## src/sv/bmhq_pkg.sv

```systemverilog
// bigram max-heap queue package: entry type, mode and status codes, sizing
// shared by the front end, the heap engine and the top level; no dependencies
package bmhq_pkg;

    localparam int unsigned MaxEntriesDefault = 1024;
    localparam int unsigned CapWidth          = 11;
    localparam int unsigned QueueDepth        = 2;

    typedef enum logic [1:0] {
        MODE_PUSH  = 2'd0,
        MODE_POP   = 2'd1,
        MODE_QUERY = 2'd2,
        MODE_SPARE = 2'd3
    } mode_t;

    typedef enum logic [1:0] {
        ST_OK      = 2'd0,
        ST_FULL    = 2'd1,
        ST_EMPTY   = 2'd2,
        ST_UNUSED  = 2'd3
    } status_t;

    typedef enum logic [1:0] {
        OP_PUSH  = 2'd0,
        OP_POP   = 2'd1,
        OP_QUERY = 2'd2,
        OP_NONE  = 2'd3
    } op_t;

    typedef struct packed {
        logic [31:0] score;
        logic [15:0] left;
        logic [31:0] payload;
    } entry_t;

    localparam int unsigned EntryWidth = $bits(entry_t);

    // classified command handed from the front end to the heap engine
    typedef struct packed {
        op_t     op;
        status_t status;
        entry_t  entry;
    } cmd_t;

    // true if entry a strictly outranks entry b
    function automatic logic higher(input entry_t a, input entry_t b);
        logic result;
        if (a.score != b.score) begin
            result = ($signed(a.score) > $signed(b.score));
        end else begin
            result = (a.left < b.left);
        end
        return result;
    endfunction

endpackage

```

## src/sv/bmhq_front.sv

```systemverilog
// front end: takes input beats, tracks the count and classifies each beat
// depends on bmhq_pkg; feeds the command queue of the heap engine
module bmhq_front #(
    parameter int unsigned MaxEntries = bmhq_pkg::MaxEntriesDefault
) (
    input  logic                          aclk,
    input  logic                          aresetn,
    input  logic                          in_valid,
    output logic                          in_ready,
    input  logic [1:0]                    in_mode,
    input  bmhq_pkg::entry_t              in_entry,
    input  logic [bmhq_pkg::CapWidth-1:0] capacity,
    output logic                          cmd_valid,
    input  logic                          cmd_ready,
    output bmhq_pkg::cmd_t                cmd,
    output logic [$clog2(MaxEntries+1)-1:0] count_after
);

    localparam int unsigned CntW = $clog2(MaxEntries + 1);
    localparam int unsigned Qw   = $clog2(bmhq_pkg::QueueDepth);

    logic [CntW-1:0]       count_reg, count_next;
    bmhq_pkg::cmd_t        q_reg [bmhq_pkg::QueueDepth];
    logic [CntW-1:0]       qc_reg [bmhq_pkg::QueueDepth];
    logic [Qw-1:0]         wp_reg, rp_reg;
    logic [Qw:0]           fill_reg;
    logic [CntW:0]         limit;
    bmhq_pkg::cmd_t        new_cmd;
    logic                  take, give;

    assign in_ready  = (fill_reg != (Qw+1)'(bmhq_pkg::QueueDepth));
    assign take      = in_valid && in_ready;
    assign give      = cmd_valid && cmd_ready;
    assign cmd_valid = (fill_reg != '0);
    assign cmd       = q_reg[rp_reg];
    assign count_after = qc_reg[rp_reg];

    // effective limit: capacity clamped to the storage depth
    always_comb begin
        if ({{(CntW+1 > bmhq_pkg::CapWidth ? CntW+1-bmhq_pkg::CapWidth : 0){1'b0}}, capacity}
                > (CntW+1)'(MaxEntries)) begin
            limit = (CntW+1)'(MaxEntries);
        end else begin
            limit = (CntW+1)'(capacity);
        end
    end

    // classify the beat against the running count
    always_comb begin
        new_cmd.entry  = in_entry;
        new_cmd.status = bmhq_pkg::ST_OK;
        new_cmd.op     = bmhq_pkg::OP_QUERY;
        count_next     = count_reg;
        unique case (bmhq_pkg::mode_t'(in_mode))
            bmhq_pkg::MODE_PUSH: begin
                if ({1'b0, count_reg} >= limit) begin
                    new_cmd.status = bmhq_pkg::ST_FULL;
                end else begin
                    new_cmd.op = bmhq_pkg::OP_PUSH;
                    count_next = count_reg + 1'b1;
                end
            end
            bmhq_pkg::MODE_POP: begin
                if (count_reg == '0) begin
                    new_cmd.status = bmhq_pkg::ST_EMPTY;
                end else begin
                    new_cmd.op = bmhq_pkg::OP_POP;
                    count_next = count_reg - 1'b1;
                end
            end
            default: begin
                new_cmd.op = bmhq_pkg::OP_QUERY;
            end
        endcase
    end

    // command queue and running count
    always_ff @(posedge aclk) begin
        if (!aresetn) begin
            count_reg <= '0;
            wp_reg    <= '0;
            rp_reg    <= '0;
            fill_reg  <= '0;
        end else begin
            if (take) begin
                count_reg      <= count_next;
                q_reg[wp_reg]  <= new_cmd;
                qc_reg[wp_reg] <= count_next;
                wp_reg         <= wp_reg + 1'b1;
            end
            if (give) begin
                rp_reg <= rp_reg + 1'b1;
            end
            fill_reg <= fill_reg + (Qw+1)'(take) - (Qw+1)'(give);
        end
    end

endmodule

```

## config.mk

```make
export PLATFORM = sky130hd
export DESIGN_NAME = bmhq_front
export DESIGN_NICKNAME = d
export VERILOG_FILES = /design/src/sv/bmhq_pkg.sv /design/src/sv/bmhq_front.sv
export SDC_FILE = /design/constraint.sdc
export NUM_CORES = 1
export LEC_CHECK = 0
export ABC_AREA = 1
export BUFFER_PORTS_ARGS = -buffer_cell sky130_fd_sc_hd__buf_4
export CAP_MARGIN = 0
export CORE_MARGIN = 8
export CORE_UTILIZATION = 54
export DETAILED_ROUTE_END_ITERATION = 7
export GPL_ROUTABILITY_DRIVEN = 0
export MAX_ROUTING_LAYER = met4
export PLACE_DENSITY_LB_ADDON = 0.3
export SLEW_MARGIN = 20
export SYNTH_ARGS = -nofsm -noshare
export SYNTH_HDL_FRONTEND = slang
export SYNTH_SLANG_ARGS = --single-unit
```

## constraint.sdc

```tcl
create_clock -name aclk -period 9.23 [get_ports aclk]
set_input_delay 0.923 -clock aclk [delete_from_list [all_inputs] [get_ports aclk]]
set_output_delay 0.923 -clock aclk [all_outputs]
set_load 0.02 [all_outputs]
```

Yosys cells after proc, flatten, opt, wreduce, memory -nomap -nowiden
Memory sizes are Yosys's and may differ from the RTL's. A register that Yosys moved wholly into a read port is not among the register bits.
Index checks and enable logic that the tools add are counted.
Widths: inputs -> output; s select.
{ "word_totals": {"regBits": 15, "ramBits": 190, "in_bits": 97, "output_inout_bits": 97, "elab_cells": 38, "mem_count": 2} }
{ "mem_list": {"columns": ["name", "words", "width", "rd", "rd_ports_with_merged_regs", "wr", "line", "text"], "rows": [
  ["q_reg", 2, 84, 1, 1, 1, "bmhq_front.sv:23", "bmhq_pkg::cmd_t q_reg [bmhq_pkg::QueueDepth];"],
  ["qc_reg", 2, 11, 1, 1, 1, "bmhq_front.sv:24", "logic [CntW-1:0] qc_reg [bmhq_pkg::QueueDepth];"]
]} }
{ "classes": {"addsub": 6, "magnitude_cmp": 2, "n_eq_ne": 2, "n_mux": 17, "n_reduce_logical": 5} }
{ "op_table": {"columns": ["cell", "count"], "rows": [
  ["$mux 11", 3],
  ["$pmux 11 s2", 1],
  ["$ge 11x12->1", 1],
  ["$add 11x1->11 const B", 1],
  ["$gt 11x11->1 const B", 1],
  ["$logic_not 11->1", 1],
  ["$sub 11x1->11 const B", 1],
  ["$mux 1", 8],
  ["$pmux 2 s2", 2],
  ["$mux 2", 3],
  ["$add 1x1->1 const B", 2],
  ["$add 2x1->2", 1],
  ["$eq 2x1->1 const B", 1],
  ["$logic_and 1x1->1", 2],
  ["$logic_not 2->1", 1],
  ["$ne 2x2->1 const B", 1],
  ["$reduce_bool 2->1", 1],
  ["$sub 2x1->2", 1]
]} }

Longest topological paths before layout
{ "depth": {"depth_word": 5, "depth_mapped": 19, "mapped_depth_nobuf": 19} }

Worst setup path after synthesis
Ideal clock, no wire load.
{ "synth_path": {"kind": "input -> register", "from": "input port aresetn", "to": "memory q_reg[1][0] in the netlist's numbering, enable pin", "setup_ns": 0.665, "arrival_time_ns": 7.705, "required_ns": 8.565, "slack_ns": 0.860, "stages": 3, "path_buffers": 1, "path_cell_list": "inv_1 -> clkbuf_1 -> nor3_1"} }
{ "synth_between": {"elab_chain_cells": 2} }
{ "synth_rtl": {"columns": ["item", "line", "text"], "rows": [
  ["start: declaration", "bmhq_front.sv:7", "input logic aresetn,"],
  ["$mux 1", "bmhq_front.sv:79", "if (!aresetn) begin"],
  ["$mux 1 (implied by the code)", "bmhq_front.sv:87", "q_reg[wp_reg] <= new_cmd;"],
  ["end: declaration", "bmhq_front.sv:23", null]
]} }
No other way between the ends.

==> metrics <==
top-area cell type share of the netlist area=65.1%; Worst Setup Path Type=reg2out; clock power share=25.7%; crit-path max FO=74; Pwr per Cell Area=254 mW/mm^2; setup tns final=0 ns; Initial Util=55.2%; Reg2Reg Launch Point=fill_reg[0]; max reg flops=168; Internal=approximately 1900 uW; crit-path cells=buf_4 > mux2_2 > buf_4; row count=46; sw frac=31.3%; Final Power=2790 uW; first-pass GRT wire length=30,100 um; CTS root buf=clkbuf_16; Setup-failing EPs final=0; layout cells sized above 1=40.7%; Crit path required time=8.31 ns; DP HPWL=approximately 14,000 um; maximum vdd drop=between 0.1 and 0.15 mV; RSZ-0062 raised after global routing=no; ANT cells=0; CTS Hold Bufs=0; arrival time worst endpoint=2.48 ns; Seq cells post-synth=206; area of the multi-input gates=0.00242 mm^2; fin crit share=36.8%; Post-Route WL=19,500 um; gr usage total=19.0%; Post-Syn Nets=740; crit end category=output pin; largest cells by area after synthesis=edfxtp_1, mux2_2, nand2_1, dfxtp_1, inv_1; Post-CTS Resized=0; largest delay contributor family on the critical path=buffers and inverters; cts bufs inserted=21; R2R setup slack=6.03 ns; Leakage=0.00439 uW; post-synthesis async set-or-reset flop share=0%; CP dominant cell by count=buf_4; Final Hold Fails=0; Hold Path Class=reg2reg; Sequential Power Share=between 40% and 50%; via count=5,666; reg2reg path depth=7; Vias/cell=5.37; htree depth=1; CTS tree=built; clk buf depth=3; ANT nets after route=0; Syn Area/Cell=about 14 um^2; Worst Max-Slew Pin Slew=1.07 ns; number of synthesized flops with an enable pin=190; Layout area overhead=25.4%; reg2reg end=q_reg[0][9]; Worst path max stage delay=0.77 ns; Slew Limit Fails=0; Final Cell Area=~0.011 mm^2; Chip Height=143 um; worst hold stages=1; Setup Buffers After CTS=0; Psw=slightly below 900 uW; die area=0.0206 mm^2; Slew Limit Headroom=29.0%; # DRC=0; total gr overflow=0; ys flop type=edfxtp_1; # fillers=1,147; Hold Crit Start=rp_reg; Slowest-stage cell, CP=buf_4; Clock Pin Slew Worst Setup and Hold Paths=0.06 ns; sequential cell area=0.00603 mm^2; final worst clock skew=between 0.007 and 0.008 ns; WL/cell=18.5 um; Commonest cells post-synth=edfxtp_1, mux2_2, nand2_1, inv_1, nand3_1; I/O Pins=194; Netlist cell types=29; Mapped Cells=628; Ys Warns=0; Detailed Route Iter0 Violations=479; die width=143 um; Synth Cell Area=between 0.008 and 0.009 mm^2; most frequent cell after synthesis=edfxtp_1; max cap viols=0; dpl cell area=0.0104 mm^2; worst-skew pair later-pin latency=between 0.4 and 0.5 ns; largest net degree at the start of global routing=79; CP Buf/Inv Count=2; minimum clock period=3.40 ns; number of global-route vias before repair=5,848; status=finished clean; DRT Pass-1 Iters=6; Synth area leader=edfxtp_1; Nets=942; sequential-to-total area share from yosys stat=68.8%; clock sink count=206; Worst setup SP type=flop; Comb pwr share=31.4%; fmax=about 290 MHz; core area=0.0159 mm^2; initial antenna violation count=0; Port-buffer cells=193
[cell usage in the layout, fill, tap and decap left out]
master       n
and3_1       1
clkinv_1     6
nor2_4       3
nand2_2      7
o21ai_1      2
o21ai_0      7
nor2_1      25
o21ai_2      2
dfxtp_4      1
dfxtp_1     15
ha_1        15
clkbuf_1     6
clkbuf_16   21
nor2_2       5
o211ai_1     1
a21oi_1     18
inv_2        2
or2_2        1
edfxtp_1   190
buf_4      197
nand3_2      3
nand2_4      3
inv_1       55
mux2_2      95
nor3_2       1
nand2_1     94
nand3_1     39
clkinv_2     1
xor2_1       5
nand4_1     19
[final cells by class]
cell class	instances	share of cell area (%)
Clock buffer	27	4.99
Clock inverter	6	0.216
Inverter	58	1.98
Multi-Input combinational cell	346	22.0
Sequential cell	206	54.9
Tap cell	216	2.46
Timing Repair Buffer	197	13.5
[routing by layer]
layer,up-vias,wire length (um),track usage [%]
met5,-,0,-
met4,0,374,5.31
met3,45,1490,2.95
met2,253,10000,33.2
met1,2711,7610,22.6
li1,2657,-,-
[power groups by stage]
stage	logic, uW	registers [uW]	clock network (uW)
6_report	875	1200	716
5_1_grt	943	1210	772
4_1_cts	877	1200	734
3_5_place_dp	872	1220	0
3_3_place_gp	852	1210	0
2_1_floorplan	589	1200	0
[worst reg2reg max path: cells and delay by family, from the launching register on]
family	cells	cell delay, ns
DFF	1	0.34
and+or+nand+nor	4	1.06
buffers and inverters	3	1.30
[worst max-delay path by stage]
stage	slack, ns	endpoint	depth (start not counted)
after global routing	5.72	cmd[67]	3
after global placement	5.64	q_reg[0][17]	6
final	5.83	cmd[67]	3
after floorplan	0.86	q_reg[1][0]	3
after CTS	5.80	cmd[67]	3
after detailed placement	5.57	q_reg[0][7]	6
[through the flow]
step / instances / setup WS, ns / utilization (%) / hold slack, ns
floorplan: 628 / 0.860 / - / 0.425
global placement: 1023 / 5.64 / 65.6 / 0.427
detailed placement: 1023 / 5.57 / 65.6 / 0.447
CTS: 1056 / 5.80 / 69.2 / 0.456
global route: 1056 / 5.72 / 69.2 / 0.478
finish: 1056 / 5.83 / 69.2 / 0.456
[logic make-up (layout without fill, tap and decap cells)]
group	Yosys count	after routing	synth area share (%)
AOI/OAI and AO/OA	30	30	1.83
DFF	206	206	68.8
adders and majority gates	15	15	2.14
buffers and inverters	76	288	3.80
muxes	95	95	12.2
and+or+nand+nor	201	201	10.8
xor gates and xnor gates	5	5	0.500
Note: power is estimated with default switching activity, not from simulation.
